### config.mk
export PLATFORM = sky130hd
export DESIGN_NAME = rbv_queue
export DESIGN_NICKNAME = d
export VERILOG_FILES = /design/src/rbv_pkg.sv /design/src/rbv_queue.sv
export SDC_FILE = /design/constraint.sdc
export NUM_CORES = 1
export LEC_CHECK = 0
export BUFFER_PORTS_ARGS = -buffer_cell sky130_fd_sc_hd__buf_2
export CAP_MARGIN = 15
export CORE_MARGIN = 3
export CORE_UTILIZATION = 43
export CTS_BUF_LIST = sky130_fd_sc_hd__clkbuf_2 sky130_fd_sc_hd__clkbuf_4 sky130_fd_sc_hd__clkbuf_8
export DETAILED_ROUTE_END_ITERATION = 12
export GPL_ROUTABILITY_DRIVEN = 0
export MAX_ROUTING_LAYER = met4
export PLACE_DENSITY = 0.73
export SYNTH_ARGS = -nofsm -noshare
export SYNTH_HDL_FRONTEND = slang
export SYNTH_SLANG_ARGS = --single-unit
### constraint.sdc
create_clock -name clk -period 4.8 [get_ports clk]
set_input_delay 0.48 -clock clk [delete_from_list [all_inputs] [get_ports clk]]
set_output_delay 0.48 -clock clk [all_outputs]
set_load 0.01 [all_outputs]
### src/rbv_pkg.sv
// rbv_pkg: shared types, sizes and codes of the rank bit vector builder
// used by rbv_front, rbv_queue, rbv_back and rank_bitvector_builder
package rbv_pkg;

  localparam int LOG_MAX_BITS = 18;
  localparam int SUPER_LOG    = 16;
  localparam int BUCKET_LOG   = 4;

  localparam int COUNT_W    = LOG_MAX_BITS + 1;
  localparam int WORD_W     = 1 << BUCKET_LOG;
  localparam int WIDX_W     = LOG_MAX_BITS - BUCKET_LOG;
  localparam int SUP_W      = LOG_MAX_BITS - SUPER_LOG;
  localparam int NUM_WORDS  = 1 << WIDX_W;
  localparam int NUM_SUPERS = 1 << SUP_W;
  localparam int BZ_W       = 16;
  localparam int BND_W      = 9;
  localparam int CFG_IDX_W  = 2;
  localparam int QUEUE_DEPTH = 4;

  localparam logic [1:0] OP_CLEAR = 2'd0;
  localparam logic [1:0] OP_LOAD  = 2'd1;
  localparam logic [1:0] OP_RANK  = 2'd2;
  localparam logic [1:0] OP_READ  = 2'd3;

  localparam logic [CFG_IDX_W-1:0] CFG_ZERO_LOW = 2'd0;
  localparam logic [CFG_IDX_W-1:0] CFG_ONE_LOW  = 2'd1;
  localparam logic [CFG_IDX_W-1:0] CFG_ONE_HIGH = 2'd2;

  typedef struct packed {
    logic [1:0]         operation;
    logic signed [7:0]  data_byte;
    logic               which_bit;
    logic [COUNT_W-1:0] position;
  } in_item_t;

  typedef struct packed {
    logic [COUNT_W-1:0] answer;
    logic               kept;
    logic [COUNT_W-1:0] bits_loaded;
    logic               error;
  } out_item_t;

  typedef enum logic [1:0] {
    CMD_PLAIN = 2'd0,
    CMD_LOAD  = 2'd1,
    CMD_RANK  = 2'd2,
    CMD_READ  = 2'd3
  } cmd_kind_t;

  // work handed from the front to the back
  typedef struct packed {
    cmd_kind_t            kind;
    logic                 kept;
    logic [COUNT_W-1:0]   bits_loaded;
    logic                 error;
    logic [WIDX_W-1:0]    widx;
    logic [BUCKET_LOG-1:0] bitsel;
    logic [WORD_W-1:0]    word;
    logic                 bz_we;
    logic [BZ_W-1:0]      bz_val;
    logic [COUNT_W-1:0]   base;
    logic [COUNT_W-1:0]   pos;
    logic                 which;
    logic                 direct;
  } cmd_t;

endpackage

### src/rbv_queue.sv
// rbv_queue: short command queue between front and back
// depends on rbv_pkg for the command type and depth
module rbv_queue (
  input  logic          clk,
  input  logic          rst,
  input  logic          push,
  input  rbv_pkg::cmd_t push_cmd,
  output logic          full,
  input  logic          pop,
  output logic          empty,
  output rbv_pkg::cmd_t head
);
  import rbv_pkg::*;

  localparam int PTR_W = $clog2(QUEUE_DEPTH);

  cmd_t             entries [QUEUE_DEPTH];
  logic [PTR_W-1:0] wr_ptr, rd_ptr;
  logic [PTR_W:0]   fill;

  assign full  = fill == (PTR_W+1)'(QUEUE_DEPTH);
  assign empty = fill == '0;
  assign head  = entries[rd_ptr];

  always_ff @(posedge clk) begin
    if (rst) begin
      wr_ptr <= '0;
      rd_ptr <= '0;
      fill   <= '0;
    end else begin
      if (push) begin
        wr_ptr <= wr_ptr + PTR_W'(1);
      end
      if (pop) begin
        rd_ptr <= rd_ptr + PTR_W'(1);
      end
      if (push && !pop) begin
        fill <= fill + (PTR_W+1)'(1);
      end else if (pop && !push) begin
        fill <= fill - (PTR_W+1)'(1);
      end
    end
  end

  always_ff @(posedge clk) begin
    if (push) begin
      entries[wr_ptr] <= push_cmd;
    end
  end

endmodule

Yosys cells after proc, flatten, opt, wreduce, memory -nomap -nowiden
Memories as Yosys holds them, arrays and structs flattened. A register that Yosys moved wholly into a read port is not among the register bits.
Cells that the tools add are included.

word-level totals
  output and inout port bits = 116
  bits of input ports = 118
  RAM bits = 456
  word-level logic and storage cells = 21
  register bits = 7
  memories kept = 1

memory list
  name     depth  bits a word  rd ports  clocked after memory_dff  write ports  RTL line         RTL
  entries  4      114          1         1                         1            rbv_queue.sv:17  cmd_t entries [QUEUE_DEPTH];

operators by class
  $add $sub $neg = 4
  reductions and logical operators = 6
  eq/ne operators = 1
  mux-type cells = 6

operators with widths
  cell                   count
  $mux W3                2
  $add A2 B1 Y2 const B  2
  $mux W2                2
  $add A3 B1 Y3 const B  1
  $eq A3 B3 Y1 const B   1
  $logic_not A3 Y1       1
  $sub A3 B1 Y3 const B  1
  $logic_and A1 B1 Y1    2
  $logic_not A1 Y1       2
  $mux W1                2
  $reduce_bool A2 Y1     1

Logic depth before layout (Yosys ltp)
Gate-level depths: netlist of the first run.

  word-level depth = 4
  gate-level depth with buffers = 7
  gate-level depth less buffers = 7

Worst setup path after synthesis of the first run
Ideal clock, no wire load.

  path type = reg2reg
  from = register wr_ptr[0]
  to = memory entries[0][0] (netlist name) (enable)
  buffers on the path = 0
  arrival time = 3167 ps
  cell stages (with the launch flop) = 4
  period minus slack after synthesis = 3653 ps
  slack = 1147 ps
  data required time = 4314 ps
  cell sequence = dfxtp_1 inv_1 ha_1 and2_1

RTL lines
  item                      RTL line         RTL
  start: declaration        rbv_queue.sv:18  logic [PTR_W-1:0] wr_ptr, rd_ptr;
  start signal: assignment  rbv_queue.sv:32  wr_ptr <= wr_ptr + PTR_W'(1);
  end: declaration          rbv_queue.sv:17

No word-level cell before the write port.

==> metrics.cfg, run 1 <==
[yosys]
async_reset_ff_share_pct=0
synth_compound_area_share_pct=0.0593
synth.top_cells.by_count=edfxtp_1 (456), mux4_2 (114), buf_2 (13)
synth_mux_area_share_pct=15.3
synth_top_area_share_pct=81.1
synth-simple-area-share_pct=0.437
synth_area_per_cell_um2=26.4
synth.distinct_cells=21
synth_warnings=0
synth_edf_count=456
yosys_most_used_dff=edfxtp_1
syn_area_mm2=0.0169
yosysSeqAreaShare_pct=82.1
synthXorXnorAreaFrac_pct=0.259
synthAdderAreaFrac_pct=0.489
ys_seq_elements=465
netlist_instances=640
synth_top_family_by_area=multiplexers
yosysTopAreaCell=edfxtp_1
synth_area_leaders=edfxtp_1 (81%), mux4_2 (15%), dfxtp_1 (1.1%), buf_8 (0.62%), buf_2 (0.39%)
yosysMostFrequentCell=edfxtp_1
syn-num-nets=764

[floorplanning]
die-area_mm2=0.0417
start_util_pct=44.2
io_pins=234
dieWidth_um=204
fp.coreArea_mm2=0.0382
rows=71
die_y_um=204

[sta]
setup_violations=0
maxSlewViolCount=0
timing.final.crit_period_ns=3.03
hold_viol=0
tns_ns=0
tightestPinTransition_ns=0.997
rsz0062_at_grt=false
fin_ws_ns=1.77
period_share_pct=63.2
skew_ns=0.0176
fmax_mhz=330
relSlewSlack_pct=33.5

[setup_path]
crit_required_ns=4.32
worst_setup_path_end_kind=output pin
critPathArrivalTime_ns=2.55
path_max_fanout=60
worst_setup_path_start_kind=flip-flop
path_class=reg -> out

[final_layout]
fin_nets=1058
syn2layout_area_growth_pct=19.4
drive_gt1_share_pct=48.6
nFillCells=2988

[worst_hold_path]
min_path_type=in -> reg

[clock_tree]
hold_buffers=0
cts_setup_buffers=0
cts_htree_levels=3
clock_latency_ns=0.59
cts_sinks=465
cts_max_path_buffers=3
cts_root_buf=clkbuf_8
cts-resized-gates=0
clk_pin_slew_worst_paths_ns=0.06
cts_tree=built
cts_buffers=77

[power_and_ir_drop]
vdd_drop_max_uv=236
total_power_uw=8920
leakagePower_uw=0.00679
power.density_mw_per_mm2=442

[routing]
num_vias=7649
drcViolationCount=0
wirelength_um=31900
drt.antenna.violating_nets=0
wl_per_cell_um=21.1
firstDrtPassIters=4
viasPerCell=5.06
drtIter0Drc=370

[status]
status=complete, no violations

[global_routing]
grt_pass1_wl_um=48900
grt_max_degree=75
antenna_found_initial=7
grt_overflow=0
grt_pass1_vias=8613
grtUsageTotal_pct=16.1

[job]
drv_cap=0

[placed_design]
hpwl_um=18700
dp_slack_ns=2.31
numPortBuffers=233

[cell usage in the layout, fill, tap and decap left out, drive strengths merged]
cell      synthesis  routed
xor2              3       3
mux2i             2       2
nor2              7       7
ha                5       5
nand2             1       1
dfxtp             9       9
fa                1       1
clkinvlp          0       3
nor3              1       1
clkinv            0      27
inv               4       5
mux4            114     114
a21oi             1       1
edfxtp          456     456
xnor2             2       2
nor3b             1       1
and2              4       4
o21ai             1       1
clkbuf            6     103
diode             0       8
bufinv            0       3
buf              21     242
or3               1       1
[layer usage]
layer  global-route usage [%]  routed length (um)  share of wire (%)
met5                        -                   0                  0
met1                     19.1               12700                 40
met3                     5.32                2630                8.2
met4                     5.33                 584                1.8
met2                     26.2               15900                 50
[logic make-up (layout without fill, tap and decap cells)]
kind of cell | count (synthesis) | after routing
adder cells (fa/ha/maj) | 6 | 6
flip-flops | 465 | 465
multiplexers | 116 | 116
XOR/XNOR | 5 | 5
AO/OA/AOI/OAI | 2 | 2
buffers and inverters | 31 | 383
AND/OR/NAND/NOR | 15 | 15
other | 0 | 8
[worst paths after layout]
path              slack, ns  cells past startpoint         endpoint     startpoint
setup / recovery       1.77                      3         head[54]      flip-flop
hold / removal         0.09                      1  entries[1][104]  push_cmd[104]
setup reg to reg       2.48                      4   entries[0][85]      wr_ptr[0]
hold reg to reg        0.50                      2          fill[2]        fill[2]
[report_power, final]
part / internal [uW] / leakage (uW) / switching (uW)
logic: 377 / 0.00173 / 442
clock network: 1900 / 0.000798 / 1470
registers: 4670 / 0.00426 / 61.2
total: 6940 / 0.00679 / 1970
[area by class of cell]
type                            count  area [um^2]  share of cell area [%]
Tap cell                          511          639                    3.17
Timing Repair Buffer              242         1280                    6.37
Clock buffer                      103         1280                    6.35
Multi-Input combinational cell    144         2810                    13.9
Sequential cell                   465        13900                    68.8
Inverter                            4         15.0                  0.0745
Clock inverter                     34          238                    1.18
Antenna cell                        8         20.0                  0.0993
[critical path: stages (launching register included)]
cell	delay [ns]
dfxtp_4	0.92
buf_12	0.42
mux4_2	0.41
buf_2	0.16
[state kept, by name, summed over array words and instances, names as in the netlist, named ones only]
| register | count |
|---|---|
| wr_ptr | 2 |
| fill | 3 |
| entries | 456 |
| rd_ptr | 2 |
[through the flow]
stage                     std cells  area, um^2  hold slack, ns  utilization (%)
after detailed placement       1366       18600           0.499             48.8
after global routing           1510       20200          0.0469             52.8
after global placement         1366       18600           0.480             48.8
after floorplan                 640       16900           0.466                -
final                          1511       20200          0.0887             52.8
after CTS                      1503       20100          0.0218             52.7
Power figures use the tool's default switching activity.
==> run 2, diff against run 1 <==
- PLACE_DENSITY: 0.73 -> 0.75
- clock period: 4.8 -> 2.7 ns (I/O delays scaled with it)
==> run 2 against run 1 <==
Compared with the run above:
- count of clock-buffer cells in the layout is 3 lower
- critical path type unchanged
- utilization is 3.3 points higher
- die area stayed put
- highest routed layer unchanged
- hold slack worse by 0.036 ns
- first-iteration DRC count is 33% higher
- clock power is 66% higher
- non-clock buffer count is 132 higher
- combinational power is 100% higher
- via count is 8.4% higher
- register-to-register slack worse by 1.5 ns
- setup slack worse by 1.6 ns
- critical endpoint is now head[26]
- sequential power is 78% higher
==> metrics.cfg, run 2 (synthesis gave the netlist of run 1 again) <==
[clock_tree]
cts_setup_buffers=0  ; unchanged
cts-resized-gates=0  ; unchanged
clk_pin_slew_worst_paths_ns=0.06  ; about the same
cts_sinks=465  ; unchanged
clock_latency_ns=0.61  ; was 0.59 ns
cts_buffers=75  ; was 77
cts_root_buf=clkbuf_8  ; unchanged
cts_htree_levels=3  ; unchanged
cts_tree=built  ; unchanged
hold_buffers=116  ; was 0
cts_max_path_buffers=3  ; unchanged

[setup_path]
worst_setup_path_start_kind=flip-flop  ; unchanged
ff2ff_path_depth=4  ; unchanged
path_max_fanout=17  ; was 60
path_class=reg -> out  ; unchanged
r2r_slack_ns=0.99  ; was 2.48 ns
r2r_end=entries[2][99]  ; was entries[0][85]
crit_required_ns=2.43  ; was 4.32 ns
critPathArrivalTime_ns=2.22  ; was 2.55 ns
timing.rr.start=wr_ptr[0]  ; unchanged
worst_setup_path_end_kind=output pin  ; unchanged

[sta]
period_share_pct=92.4
tightestPinTransition_ns=0.500  ; was 0.997 ns
fin_ws_ns=0.206  ; was 1.77 ns
relSlewSlack_pct=66.6  ; was 33.5%
timing.final.crit_period_ns=2.49
hold_viol=0  ; unchanged
skew_ns=0.0255  ; was 0.0176 ns
tns_ns=0  ; unchanged
rsz0062_at_grt=false  ; unchanged
setup_violations=0  ; unchanged
maxSlewViolCount=0  ; unchanged
finalHoldWorstSlack_ns=0.0530  ; was 0.0887 ns
fmax_mhz=401

[routing]
viasPerCell=5.10  ; was 5.06
wirelength_met1_um=14200  ; was 12700 um
wirelength_um=34200  ; was 31900 um
drt.antenna.violating_nets=0  ; unchanged
num_vias=8295  ; was 7649
drcViolationCount=0  ; unchanged
routed-wl-met3_um=2900  ; was 2630 um
drtIter0Drc=492  ; was 370
firstDrtPassIters=5  ; was 4
top_layer_used=met4  ; unchanged
wl_per_cell_um=21.0  ; was 21.1 um
wl_met2_um=16500  ; was 15900 um

[final_layout]
fin_nets=1188  ; was 1058
largestRegisters=entries: 456 flops, fill: 3 flops  ; unchanged
design_area_mm2=0.0214  ; was 0.0202 mm^2
seq_area_mm2=0.0139  ; unchanged
nFillCells=2854  ; was 2988
largest_reg_flops=456  ; unchanged
syn2layout_area_growth_pct=26.8  ; was 19.4%
multiInputGateArea_mm2=0.00281  ; unchanged
final_common_cell=edfxtp_1  ; unchanged
layout_common_cells=edfxtp_1 (456), buf_2 (233), dlygate4sd3_1 (116)  ; was edfxtp_1 (456), buf_2 (233), mux4_2 (114)
top_register=entries  ; unchanged
drive_gt1_share_pct=43.9  ; was 48.6%

[floorplanning]
fp.coreArea_mm2=0.0382  ; unchanged
die_y_um=204  ; unchanged
dieWidth_um=204  ; unchanged
start_util_pct=44.2  ; unchanged
io_pins=234  ; unchanged
die-area_mm2=0.0417  ; unchanged
rows=71  ; unchanged

[placed_design]
hpwl_um=20300  ; was 18700 um
dpl-instance-area_mm2=0.0189  ; was 0.0186 mm^2
dp_slack_ns=0.741  ; was 2.31 ns
numPortBuffers=233  ; unchanged

[global_routing]
grt_max_degree=46  ; was 75
grtUsageTotal_pct=17.2  ; was 16.1%
grt_pass1_vias=9255  ; was 8613
antenna_found_initial=2  ; was 7
grt_pass1_wl_um=52600  ; was 48900 um
grt_overflow=0  ; unchanged

[worst_hold_path]
holdPathStages=3  ; was 1
hold_end=wr_ptr[0]  ; was entries[1][104]
min_path_type=in -> reg  ; unchanged
worstHoldStart=push  ; was push_cmd[104]

[job]
drv_cap=0  ; unchanged

[power_and_ir_drop]
vdd_drop_max_uv=538  ; was 236 uV
total_power_uw=15700  ; was 8920 uW
power.density_mw_per_mm2=731  ; was 442 mW/mm^2
leakagePower_uw=0.00732  ; was 0.00679 uW

[status]
status=complete, no violations  ; unchanged

-- run 2: worst max-delay path, stage by stage (launching register included) --
cell and delay, ns:
dfxtp_4 0.60, buf_4 0.34, mux4_2 0.54, buf_2 0.16
-- run 2: cell type report --
cell class	count	area share, %
Clock inverter	27	0.614
Sequential cell	465	64.8
Inverter	4	0.0701
Timing Repair Buffer	374	12.5
Clock buffer	100	5.84
Antenna cell	3	0.0351
Tap cell	511	2.99
Multi-Input combinational cell	144	13.1
-- run 2: through the flow --
step                      std cells  utilization, %
after floorplan                 640               -
after global placement         1382            49.4
after detailed placement       1382            49.4
after CTS                      1625            56.0
after global routing           1627            56.0
final                          1628            56.0
-- run 2: layer usage --
layer  up-vias  GRT usage [%]
li1       3612              -
met1      4299           22.2
met2       332           26.7
met3        52           4.92
met4         0           5.63
met5         -              -
-- run 2: worst max-delay path by stage --
stage	startpoint	end	slack (ns)	cells past startpoint
2_1_floorplan	wr_ptr[0]	entries[2][0]	0.31	3
3_3_place_gp	flip-flop	head[45]	0.76	3
3_5_place_dp	flip-flop	head[47]	0.74	3
4_1_cts	flip-flop	head[47]	0.07	3
5_1_grt	flip-flop	head[47]	0.03	3
6_report	flip-flop	head[26]	0.21	3
-- run 2: power breakdown --
| group | internal, uW | switching [uW] | total, uW |
|---|---|---|---|
| Combinational | 827 | 844 | 1670 |
| Sequential | 8290 | 112 | 8410 |
| Clock | 3000 | 2580 | 5580 |
