[config.mk]
export PLATFORM = sky130hd
export DESIGN_NAME = rbv_front
export DESIGN_NICKNAME = d
export VERILOG_FILES = /design/src/rbv_pkg.sv /design/src/rbv_front.sv
export SDC_FILE = /design/constraint.sdc
export NUM_CORES = 1
export LEC_CHECK = 0
export BUFFER_PORTS_ARGS = -buffer_cell sky130_fd_sc_hd__buf_2
export CORE_MARGIN = 2
export CORE_UTILIZATION = 28
export CTS_CLUSTER_SIZE = 24
export DETAILED_ROUTE_END_ITERATION = 7
export GPL_TIMING_DRIVEN = 0
export PLACE_DENSITY = 0.46
export SETUP_SLACK_MARGIN = 0.05
export SLEW_MARGIN = 20
export SYNTH_ARGS = -nofsm -noshare
export SYNTH_HDL_FRONTEND = slang
export SYNTH_SLANG_ARGS = --single-unit
[constraint.sdc]
create_clock -name clk -period 4.21 [get_ports clk]
set_input_delay 0.2105 -clock clk [delete_from_list [all_inputs] [get_ports clk]]
set_output_delay 0.2105 -clock clk [all_outputs]
set_load 0.01 [all_outputs]
[src/rbv_pkg.sv]
// rbv_pkg: shared types, sizes and codes of the rank bit vector builder
// used by rbv_front, rbv_queue, rbv_back and rank_bitvector_builder
package rbv_pkg;

  localparam int LOG_MAX_BITS = 18;
  localparam int SUPER_LOG    = 16;
  localparam int BUCKET_LOG   = 4;

  localparam int COUNT_W    = LOG_MAX_BITS + 1;
  localparam int WORD_W     = 1 << BUCKET_LOG;
  localparam int WIDX_W     = LOG_MAX_BITS - BUCKET_LOG;
  localparam int SUP_W      = LOG_MAX_BITS - SUPER_LOG;
  localparam int NUM_WORDS  = 1 << WIDX_W;
  localparam int NUM_SUPERS = 1 << SUP_W;
  localparam int BZ_W       = 16;
  localparam int BND_W      = 9;
  localparam int CFG_IDX_W  = 2;
  localparam int QUEUE_DEPTH = 4;

  localparam logic [1:0] OP_CLEAR = 2'd0;
  localparam logic [1:0] OP_LOAD  = 2'd1;
  localparam logic [1:0] OP_RANK  = 2'd2;
  localparam logic [1:0] OP_READ  = 2'd3;

  localparam logic [CFG_IDX_W-1:0] CFG_ZERO_LOW = 2'd0;
  localparam logic [CFG_IDX_W-1:0] CFG_ONE_LOW  = 2'd1;
  localparam logic [CFG_IDX_W-1:0] CFG_ONE_HIGH = 2'd2;

  typedef struct packed {
    logic [1:0]         operation;
    logic signed [7:0]  data_byte;
    logic               which_bit;
    logic [COUNT_W-1:0] position;
  } in_item_t;

  typedef struct packed {
    logic [COUNT_W-1:0] answer;
    logic               kept;
    logic [COUNT_W-1:0] bits_loaded;
    logic               error;
  } out_item_t;

  typedef enum logic [1:0] {
    CMD_PLAIN = 2'd0,
    CMD_LOAD  = 2'd1,
    CMD_RANK  = 2'd2,
    CMD_READ  = 2'd3
  } cmd_kind_t;

  // work handed from the front to the back
  typedef struct packed {
    cmd_kind_t            kind;
    logic                 kept;
    logic [COUNT_W-1:0]   bits_loaded;
    logic                 error;
    logic [WIDX_W-1:0]    widx;
    logic [BUCKET_LOG-1:0] bitsel;
    logic [WORD_W-1:0]    word;
    logic                 bz_we;
    logic [BZ_W-1:0]      bz_val;
    logic [COUNT_W-1:0]   base;
    logic [COUNT_W-1:0]   pos;
    logic                 which;
    logic                 direct;
  } cmd_t;

endpackage

[src/rbv_front.sv]
// rbv_front: accepts items, holds the bounds, the counters and the superbucket table,
// and turns each item into a back-end command; depends on rbv_pkg
module rbv_front (
  input  logic                              clk,
  input  logic                              rst,
  input  logic                              in_valid,
  output logic                              in_stall,
  input  rbv_pkg::in_item_t                 in_data,
  input  logic                              cfg_valid,
  output logic                              cfg_ready,
  input  logic [rbv_pkg::CFG_IDX_W-1:0]     cfg_index,
  input  logic [rbv_pkg::BND_W-1:0]         cfg_data,
  input  logic                              q_full,
  output logic                              push,
  output rbv_pkg::cmd_t                     push_cmd
);
  import rbv_pkg::*;

  logic signed [BND_W-1:0] zero_low_bound;
  logic signed [BND_W-1:0] one_low_bound;
  logic signed [BND_W-1:0] one_high_bound;

  logic [COUNT_W-1:0] bit_count, bit_count_next;
  logic [COUNT_W-1:0] zero_count, zero_count_next;
  logic [COUNT_W-1:0] superbucket_base, superbucket_base_next;
  logic [WORD_W-1:0]  current_word, current_word_next;
  logic [COUNT_W-1:0] super_counts [NUM_SUPERS];
  logic               super_we;

  logic signed [BND_W-1:0] byte_ext;
  logic                    keep, is_zero, super_start, bucket_start;
  logic [WORD_W-1:0]       word_base;

  assign cfg_ready = 1'b1;
  assign in_stall  = q_full;
  assign push      = in_valid && !q_full;

  assign byte_ext     = {in_data.data_byte[7], in_data.data_byte};
  assign keep         = (zero_low_bound <= byte_ext) && (byte_ext < one_high_bound);
  assign is_zero      = (zero_low_bound <= byte_ext) && (byte_ext < one_low_bound);
  assign super_start  = bit_count[SUPER_LOG-1:0] == '0;
  assign bucket_start = bit_count[BUCKET_LOG-1:0] == '0;
  assign word_base    = bucket_start ? '0 : current_word;

  always_comb begin
    bit_count_next        = bit_count;
    zero_count_next       = zero_count;
    superbucket_base_next = superbucket_base;
    current_word_next     = current_word;
    super_we              = 1'b0;
    push_cmd              = '0;
    push_cmd.kind         = CMD_PLAIN;
    push_cmd.bits_loaded  = bit_count;
    push_cmd.pos          = in_data.position;
    push_cmd.which        = in_data.which_bit;
    push_cmd.widx         = in_data.position[LOG_MAX_BITS-1:BUCKET_LOG];
    push_cmd.bitsel       = in_data.position[BUCKET_LOG-1:0];
    unique case (in_data.operation)
      OP_CLEAR: begin
        bit_count_next        = '0;
        zero_count_next       = '0;
        superbucket_base_next = '0;
        current_word_next     = '0;
        push_cmd.bits_loaded  = '0;
      end
      OP_LOAD: begin
        if (keep && bit_count[LOG_MAX_BITS]) begin
          push_cmd.error = 1'b1;
        end else if (keep) begin
          if (super_start) begin
            superbucket_base_next = zero_count;
            super_we              = 1'b1;
          end
          current_word_next = is_zero ? word_base
                            : (word_base | (WORD_W'(1) << bit_count[BUCKET_LOG-1:0]));
          if (is_zero) begin
            zero_count_next = zero_count + COUNT_W'(1);
          end
          bit_count_next       = bit_count + COUNT_W'(1);
          push_cmd.kind        = CMD_LOAD;
          push_cmd.kept        = 1'b1;
          push_cmd.bits_loaded = bit_count_next;
          push_cmd.widx        = bit_count[LOG_MAX_BITS-1:BUCKET_LOG];
          push_cmd.word        = current_word_next;
          push_cmd.bz_we       = bucket_start;
          push_cmd.bz_val      = BZ_W'(zero_count - superbucket_base_next);
        end
      end
      OP_RANK: begin
        if (in_data.position > bit_count) begin
          push_cmd.error = 1'b1;
        end else begin
          push_cmd.kind   = CMD_RANK;
          push_cmd.direct = in_data.position == bit_count;
          push_cmd.base   = (in_data.position == bit_count) ? zero_count
                          : super_counts[in_data.position[LOG_MAX_BITS-1:SUPER_LOG]];
        end
      end
      OP_READ: begin
        if (in_data.position >= bit_count) begin
          push_cmd.error = 1'b1;
        end else begin
          push_cmd.kind = CMD_READ;
        end
      end
      default: ;
    endcase
  end

  always_ff @(posedge clk) begin
    if (rst) begin
      zero_low_bound   <= -BND_W'(128);
      one_low_bound    <= '0;
      one_high_bound   <= BND_W'(128);
      bit_count        <= '0;
      zero_count       <= '0;
      superbucket_base <= '0;
      current_word     <= '0;
    end else begin
      if (cfg_valid) begin
        unique case (cfg_index)
          CFG_ZERO_LOW: zero_low_bound <= cfg_data;
          CFG_ONE_LOW:  one_low_bound  <= cfg_data;
          CFG_ONE_HIGH: one_high_bound <= cfg_data;
          default: ;
        endcase
      end
      if (push) begin
        bit_count        <= bit_count_next;
        zero_count       <= zero_count_next;
        superbucket_base <= superbucket_base_next;
        current_word     <= current_word_next;
      end
    end
  end

  // superbucket table, written at the first bit of each superbucket
  always_ff @(posedge clk) begin
    if (push && super_we) begin
      super_counts[bit_count[LOG_MAX_BITS-1:SUPER_LOG]] <= zero_count;
    end
  end

endmodule

Word level (Yosys, flattened, before mapping)

Memories as Yosys holds them, arrays and structs flattened.
Cells that the tools add are included.

Output and inout bits: 117
Memories kept: 1
RAM bits: 76
Logic and storage cells: 90
Register bits after elaboration: 100
Bits of input ports: 46

Memory list:

| name         | depth | bits a word | rd ports | clocked after memory_dff | wr ports | line            | text |
|---|---|---|---|---|---|---|---|
| super_counts | 4     | 19          | 1        | 0                        | 1        | rbv_front.sv:27 | `logic [COUNT_W-1:0] super_counts [NUM_SUPERS];` |

Muxes and demuxes: 47
Eq/ne operators: 9
Magnitude comparators: 5
Reductions and logical operators: 16
Bitwise gates (word level): 1
Shift-type cells: 1
Add/sub/neg operators: 3

Operator list:

| operator                                         | number |
|---|---|
| two-way mux 19 bit                               | 14 |
| one-hot mux 19 bit (2 select lines)              | 4 |
| two-way mux 33 bit                               | 3 |
| two-way mux 16 bit                               | 4 |
| two-way mux 14 bit                               | 3 |
| two-way mux 21 bit                               | 2 |
| adder 19 x 1 -> 19 bit, second input constant    | 2 |
| one-hot mux 16 bit (2 select lines)              | 1 |
| equality test 19 bit                             | 1 |
| greater-or-equal comparator 19 bit               | 1 |
| greater-than comparator 19 bit                   | 1 |
| less-than comparator 8 x 9 -> 1 bit              | 2 |
| zero test 16 bit                                 | 1 |
| bitwise OR 16 bit                                | 1 |
| left shift 1 x 4 -> 16 bit, first input constant | 1 |
| subtractor 16 bit                                | 1 |
| two-way mux 1 bit                                | 12 |
| <= comparator 9 x 8 -> 1 bit                     | 1 |
| equality test 2 bit, second input constant       | 3 |
| inequality test 2 bit, second input constant     | 3 |
| one-hot mux 2 bit (3 select lines)               | 1 |
| AND reduction 2 bit                              | 3 |
| logical AND 1 bit                                | 5 |
| AND reduction 5 bit                              | 1 |
| 8 further kinds                                  | 11 |

Logic depth before layout (Yosys ltp)

Gate-level depths: netlist (run 1).

Word-level depth: 9
Depth in mapped cells: 17
Gate-level depth less buffers: 16

Least setup slack after synthesis (run 1)

OpenSTA, ideal clock, no wires.

Path type: flip-flop to flip-flop
Start point: register zero_low_bound[6]
End point: memory super_counts[1][0] (netlist name), enable pin
Arrival: 3.937 ns
Slack: -0.170 ns
Cell stages (with the launch flop): 11
Path buffers: 1
Library setup time: 0.444 ns
Data required time: 3.766 ns
Path through: dfxtp_1 > ha_1 > a2111oi_2 > o31a_1 > o31ai_2 > a31oi_4 > nand3_2 > inv_2 > buf_2 > nand2_1 > nor4_1

Cells in the longest elaborated chain, start to end: 8
Elaborated cells between the ends (all ways): 9

Ends and longest elaborated chain:

| item                                                   | line                             | text |
|---|---|---|
| from (decl)                                            | rbv_front.sv:19                  | `logic signed [BND_W-1:0] zero_low_bound;` |
| from (signal assigned)                                 | rbv_front.sv:112                 | `zero_low_bound <= -BND_W'(128);` |
| from (signal assigned)                                 | rbv_front.sv:122                 | `CFG_ZERO_LOW: zero_low_bound <= cfg_data;` |
| <= comparator 9 x 8 -> 1 bit (*)                       | rbv_front.sv:39                  | `assign keep = (zero_low_bound <= byte_ext) && (byte_ext < one_high_bound);` |
| logical AND 1 bit (*)                                  | rbv_front.sv:39                  |  |
| two-way mux 1 bit or logical AND 1 bit (tied branches) | rbv_front.sv:69, rbv_front.sv:67 |  |
| two-way mux 1 bit (*)                                  | rbv_front.sv:67                  | `if (keep && bit_count[LOG_MAX_BITS]) begin` |
| two-way mux 1 bit (*)                                  | rbv_front.sv:58                  | `unique case (in_data.operation)` |
| logical AND 1 bit (*)                                  | rbv_front.sv:139                 | `if (push && super_we) begin` |
| two-way mux 1 bit (*)                                  | rbv_front.sv:139                 |  |
| two-way mux 1 bit (not written as such) (*)            | rbv_front.sv:140                 | `super_counts[bit_count[LOG_MAX_BITS-1:SUPER_LOG]] <= zero_count;` |
| to (decl)                                              | rbv_front.sv:27                  |  |

Mark *: on every way between the ends. The rest lies on a longest branch, timed or not.

==> implementation parameters, run 1 <==
Parameter                              Value

Routing
  Final routed wire length divided by cell count    19.3 um
  First-pass detailed-route iteration total    5
  Remaining number of nets flagged by the antenna check after routing    0
  Detailed-route via count    9,228
  Post-route DRC violation count    0
  Count of routing violations after the opening detailed-route iteration    697
  Vias per std cell    approximately 5.2
  Detailed-route wire length    approximately 34,000 um

Floorplanning
  Floorplan die height    197 um
  Area of the die    0.0386 sq mm
  Std-Cell Rows    70
  Placeable core region    approximately 0.037 sq mm
  Ports    163
  Die X-Extent    197 um
  Initial Utilization    0.284

GRT
  Total congestion overflow after global routing    0
  Largest net degree at the start of global routing    22
  Via count of the first global-routing pass    between 8,000 and 9,000
  Antenna violations before repair    0
  Wire length of the first global-routing pass    53,200 um
  Total GRT Usage    0.179

Clock network
  Clock tree from TritonCTS    yes
  Clock input transition at the sequential cells of the worst setup and hold paths    80 ps
  Number of H-tree branching levels    4
  Clock sink count    173
  Deepest clock path buffer count    2
  Source-to-sink clock delay at the later pin of the worst-skew pair    450 ps
  Number of buffers created by CTS    17
  Quantity of hold-fixing buffers added after cts    0
  Root Driver    clkbuf_16

Setup path
  Data arrival time at the worst-slack endpoint    3910 ps
  CP max stage cell    dfxtp_4
  CP cell instances    inv_4, ha_4, nor3b_4, nand4_1, buf_4, buf_8, mux2i_1, ha_1, or2_2, o311a_1, o2111ai_4, a311oi_2, o21ai_2, or3_1, nand3_1, buf_2
  Critical path fanouts, max    10
  Category of the most critical setup path    reg -> out
  Critical path's largest stage delay    390 ps
  Critical path data required time    4000 ps
  Category of the worst setup path capture point    output port
  Kind of start point of the critical path    register

STA
  Max-Slew Margin vs Limit    0.356
  Tmin final    4120 ps
  Transition time at the pin with the least slew margin    966 ps
  Final Hold Fails    0
  Setup repair after global routing missed its margin    true
  Pins Over Slew Limit    0
  Peak clock frequency supported by timing    0.243 GHz
  Largest clock skew in the final design    11.6 ps
  Count of final setup violators    0
  Fin crit share    0.979

Power
  Power per unit of standard cell area    301 mW/mm^2
  Leakage Power    5.12 nW
  Maximum VDD drop    0.286 mV

Layout
  Synth-to-layout area growth    22.2%
  Ant. Diodes    0
  Layout filler cell count    3,768
  Most common library cell in the layout ignoring fill and taps    buf_2
  Share of layout cells above drive strength 1    0.245
  Commonest non-fill, non-tap cells in the layout    buf_2, nor2_1, dfxtp_1, nand2_1, edfxtp_1
  Non-filler cells, final    between 1,500 and 2,000
  Post-layout nets    roughly 1,400
  Fraction of the core area covered by cells at the end of the flow    0.347
  Finished layout cell area    0.0127 sq mm

Status
  Result of the run    completed

Synthesis
  Main combinational cell family by area after synthesis    compound AO/OA/AOI/OAI gates
  Simple-gate area share of the yosys netlist    0.157
  Area fraction in compound gates after synthesis    0.190
  Share of synthesized cell area in full adder, half adder and majority cells    0.0827
  Synthesis Warnings    0
  Post-synthesis cell type count    74
  Dominant register cell in the synthesized netlist    dfxtp_1
  Fraction of registers with async set or reset after synthesis    0
  Area share of xor/xnor cells in the synthesized design    0.00928
  Number of flops mapped to enable cells by yosys    76
  Total standard cell area after synthesis    between 0.01 and 0.015 sq mm
  Synthesized instance count    1,109
  Sequential cell area fraction in the yosys report    0.407
  Number of register bits inferred by synthesis    173
  Mux cell area share after synthesis    0.0809
  Number of nets produced by synthesis    1,223
  Post-synthesis average cell area    between 9 and 10 sq um

Place
  RD Place Congestion    0.819
  Post-DP Area    0.0118 sq mm
  HPWL after detailed placement    ~26,000 um
  Post-placement cell count    1,746
  Number of I/O port buffers    157

Job
  Max Cap Violations    0

Worst hold path
  Hold Crit Class    in -> reg
## through the flow
step	TNS [ps]	setup WS (ps)	hold WS, ps	power (mW)
3_5_place_dp	-4430	-643	446	2.18
4_1_cts	0	2.38	33.5	3.86
2_1_floorplan	-9690	-170	339	2.03
6_report	0	87.2	45.9	3.81
3_3_place_gp	-178590	-2580	444	2.18
5_1_grt	-145	-137	48.3	3.97
## final cells by class
class | instances | area (sq um) | share of cell area
Multi-Input combinational cell | 765 | 5560 | 0.438
Inverter | 77 | 295 | 0.0233
Sequential cell | 173 | 4230 | 0.334
Buffer | 90 | 478 | 0.0377
Clock buffer | 17 | 425 | 0.0335
Timing Repair Buffer | 176 | 908 | 0.0716
Tap cell | 468 | 586 | 0.0461
Clock inverter | 15 | 204 | 0.0161
## logic make-up (layout without fill, tap and decap cells)
family / after synthesis / in the layout
xor+xnor: 11 / 11
buf+inv: 171 / 375
mux: 60 / 60
fa+ha+maj: 68 / 68
simple gates: 336 / 336
flops: 173 / 173
compound gates: 289 / 289
other cells: 1 / 1
## worst max-delay path: cells and delay by family (launching register included)
kind                       cells  cell delay [ps]
and+or+nand+nor                5              930
AOI/OAI and AO/OA              4              880
buffers and inverters          4              580
adders and majority gates      2              550
DFF                            1              390
muxes                          1              140
## state kept, by name, indices dropped and copies added, names as in the netlist
signal and flops:
super_counts 76, zero_low_bound 9, current_word 16, bit_count 19
one_low_bound 9, zero_count 19, superbucket_base 16, one_high_bound 9
## per-layer routing
layer | vias up | track usage | wire, um
met3 | 27 | 0.0250 | 1560
met1 | 4504 | 0.245 | 16100
met5 | - | 0 | 0
met4 | 0 | 0.0412 | 459
met2 | 242 | 0.300 | 16200
li1 | 4455 | - | -
## synthesized netlist by cell type (4+ instances only)
| cell | n | area, sq um |
|---|---|---|
| mux2i_1 | 40 | 400 |
| a21o_1 | 12 | 90.1 |
| o41ai_1 | 8 | 70.1 |
| nor3b_1 | 7 | 52.6 |
| a22o_1 | 5 | 43.8 |
| buf_4 | 28 | 210 |
| and3_1 | 11 | 68.8 |
| o21a_1 | 11 | 82.6 |
| nor4_1 | 13 | 81.3 |
| a31oi_1 | 31 | 194 |
| inv_1 | 74 | 278 |
| mux4_2 | 19 | 428 |
| a211oi_1 | 7 | 52.6 |
| nor2b_1 | 9 | 56.3 |
| and4_1 | 4 | 35.0 |
| a32oi_1 | 6 | 52.6 |
| o2bb2ai_1 | 18 | 158 |
| nand3_1 | 25 | 125 |
| nand4_1 | 16 | 100 |
| a21oi_1 | 37 | 185 |
| nor2_1 | 103 | 387 |
| nand2b_1 | 13 | 81.3 |
| ha_1 | 67 | 838 |
| o31ai_1 | 21 | 158 |
| edfxtp_1 | 76 | 2280 |
| a22oi_1 | 5 | 37.5 |
| nand2_1 | 89 | 334 |
| clkbuf_1 | 49 | 184 |
| o21ai_0 | 75 | 375 |
| xor2_1 | 4 | 35.0 |
| buf_1 | 7 | 26.3 |
| a311oi_1 | 4 | 35.0 |
| dfxtp_1 | 97 | 1940 |
| xnor2_1 | 7 | 61.3 |
| a32o_1 | 10 | 100 |
| o21ai_1 | 10 | 50.1 |
| or3_1 | 10 | 62.6 |
| a31o_2 | 5 | 43.8 |
| nor3_1 | 18 | 90.1 |
| buf_2 | 10 | 50.1 |
## where the power goes
group | leakage (nW) | internal (mW) | switching (mW)
clock network | 0.302 | 0.824 | 0.844
registers | 1.66 | 1.74 | 0.00515
logic | 3.16 | 0.142 | 0.256
## what timing repair did
item	CTS	global route
hold endpoints to repair	0	0
resized for setup	25	27
setup buffers	3	4
setup endpoints to repair	40	41
pin swaps	3	9
## final timing paths
kind | startpoint | end | slack [ps] | cells past startpoint
hold / removal | cfg_data[3] | zero_low_bound[3] | 50 | 3
setup reg to reg | zero_low_bound[6] | super_counts[0][3] | 340 | 13
hold reg to reg | superbucket_base[13] | superbucket_base[13] | 470 | 1
setup / recovery | bit_count[1] | push_cmd[55] | 90 | 16
(Power assumes the default switching activity.)
==> run 2, diff against run 1 <==
Settings changed: CELL_PAD_IN_SITES_DETAIL_PLACEMENT set to 0, CELL_PAD_IN_SITES_GLOBAL_PLACEMENT set to 2, PLACE_DENSITY 0.46 to 0.67.
==> implementation parameters, run 2 (synthesized netlist as in run 1, its figures left out) <==
Parameter                              Value

Layout
  Most common library cell in the layout ignoring fill and taps    buf_2
  Synth-to-layout area growth    22.6%
  Post-layout nets    1,417 (+0.21%)
  Flip-flop count of the largest register, all copies and words added    76 (unchanged)
  Finished layout cell area    0.0127 sq mm (+0.36%)
  Ant. Diodes    0 (unchanged)
  Fraction of the core area covered by cells at the end of the flow    0.349 (+0.00127)
  Share of layout cells above drive strength 1    0.247 (+0.00172)
  Commonest non-fill, non-tap cells in the layout    buf_2, nor2_1, dfxtp_1, nand2_1, edfxtp_1

STA
  Setup repair after global routing missed its margin    true
  Tmin final    3970 ps (-150 ps)
  Pins Over Slew Limit    0 (unchanged)
  Final hold slack    40.2 ps (-5.70 ps)
  Transition time at the pin with the least slew margin    989 ps (+22.9 ps)
  Max-Slew Margin vs Limit    0.335 (-0.0213)
  Total Negative Setup Slacks    0 ps (unchanged)
  Fin crit share    0.944 (-0.0356)
  Worst Slack Setup Final    237 ps (+150 ps)
  Count of final setup violators    0 (unchanged)
  Largest clock skew in the final design    17.8 ps (+6.20 ps)
  Peak clock frequency supported by timing    0.252 GHz (+3.8%)
  Final Hold Fails    0 (unchanged)

Setup path
  R2r worst-path depth    12 (-1)
  Category of the most critical setup path    reg -> out
  Worst r2r src    zero_low_bound[6]
  Data arrival time at the worst-slack endpoint    3760 ps (-150 ps)
  Critical path fanouts, max    10 (unchanged)
  Kind of start point of the critical path    register
  Critical register-to-register path endpoint    super_counts[1][2]
  Register-to-Register Setup Slack    300 ps (-40 ps)
  Category of the worst setup path capture point    output port
  Critical path data required time    4000 ps (about the same)

GRT
  Wire length of the first global-routing pass    53,200 um (about the same)
  Via count of the first global-routing pass    8,837 (-0.90%)
  Antenna violations before repair    0 (unchanged)
  Total GRT Usage    0.180 (+0.000754)
  Largest net degree at the start of global routing    22 (unchanged)
  Total congestion overflow after global routing    0 (unchanged)

Worst hold path
  Hold Crit Class    in -> reg
  Number of cells on the worst hold path    3 (unchanged)
  Worst Hold Launch    cfg_data[4]
  Hold Path End    one_low_bound[4]

Routing
  Count of routing violations after the opening detailed-route iteration    564 (-19%)
  Final routed wire length divided by cell count    19.4 um (+0.86%)
  Remaining number of nets flagged by the antenna check after routing    0 (unchanged)
  First-pass detailed-route iteration total    5 (unchanged)
  Detailed-route wire length    34,700 um (+1.0%)
  Post-route DRC violation count    0 (unchanged)
  Vias per std cell    5.08 (-2.0%)
  Detailed-route via count    9,063 (-1.8%)

Place
  Number of I/O port buffers    157 (unchanged)
  HPWL after detailed placement    26,100 um (+1.4%)
  Post-DP Area    0.0118 sq mm (about the same)
  Worst setup slack before clock tree synthesis    -805 ps (-162 ps)
  RD Place Congestion    0.825 (+0.65%)

Clock network
  Number of buffers created by CTS    17 (unchanged)
  Clock tree from TritonCTS    yes
  Deepest clock path buffer count    2 (unchanged)
  Root Driver    clkbuf_16
  Number of H-tree branching levels    4 (unchanged)
  Clock sink count    173 (unchanged)
  Clock input transition at the sequential cells of the worst setup and hold paths    80 ps (about the same)
  Source-to-sink clock delay at the later pin of the worst-skew pair    440 ps (about the same)

Floorplanning
  Placeable core region    0.0365 sq mm (unchanged)
  Floorplan die height    197 um (unchanged)
  Area of the die    0.0386 sq mm (unchanged)
  Ports    163 (unchanged)
  Die X-Extent    197 um (unchanged)
  Initial Utilization    0.284 (unchanged)
  Std-Cell Rows    70 (unchanged)

Power
  Maximum VDD drop    0.282 mV (-1.6%)
  Power per unit of standard cell area    300 mW/mm^2 (-0.26%)
  Leakage Power    5.15 nW (+0.60%)

Status
  Result of the run    completed

Job
  Max Cap Violations    0 (unchanged)
[run 2: how the worst max path moves through the flow]
| stage | from | depth (start not counted) | slack, ps | end |
|---|---|---|---|---|
| 2_1_floorplan | zero_low_bound[6] | 10 | -170 | super_counts[1][0] |
| 4_1_cts | bit_count[1] | 16 | -20 | push_cmd[55] |
| 5_1_grt | bit_count[0] | 19 | 3 | push_cmd[54] |
| 3_3_place_gp | in_data[26] | 12 | -2660 | super_counts[1][5] |
| 6_report | bit_count[16] | 11 | 240 | push_cmd[32] |
| 3_5_place_dp | bit_count[0] | 15 | -800 | push_cmd[55] |
[run 2: cell type report]
class | count | area [sq um]
plain buffers | 87 | 463
clock buffers | 17 | 425
inverters | 77 | 293
well taps | 468 | 586
multi-input cells | 765 | 5570
repair buffers | 182 | 970
fillers | 3766 | 23800
clock inverters | 15 | 194
flip-flops and latches | 173 | 4230
[run 2: routing by layer]
metal | part of all wire | global-route usage
met1 | 0.48 | 0.250
met5 | 0 | 0
met4 | 0.0089 | 0.0320
met3 | 0.040 | 0.0275
met2 | 0.47 | 0.299
[run 2: timing repair]
action	4_1_cts	5_1_grt
pin swaps	2	12
resized for setup	24	24
hold buffers	0	0
endpoints found under the setup margin	32	38
buffers inserted	5	9
[run 2: worst max-delay path, stage by stage (launching register included)]
cell and delay [ps]:
dfxtp_1 570, inv_1 220, ha_1 340, a21o_1 180
a21o_1 160, a21oi_1 190, o21ai_0 190, or4_1 510
clkbuf_2 270, clkbuf_2 280, o21ai_1 250, buf_2 170
[run 2: through the flow]
stage / total power, mW / std cells
after floorplan: 2.03 / 1109
after global placement: 2.19 / 1734
after detailed placement: 2.19 / 1745
after CTS: 3.86 / 1781
after global routing: 3.97 / 1784
final: 3.82 / 1784
[run 2: where the power goes]
group	leakage (nW)	switching (mW)	total (mW)	internal (mW)
Combinational	3.20	0.259	0.401	0.142
Sequential	1.66	0.00503	1.75	1.74
Clock	0.300	0.846	1.67	0.823
Total	5.15	1.11	3.82	2.71
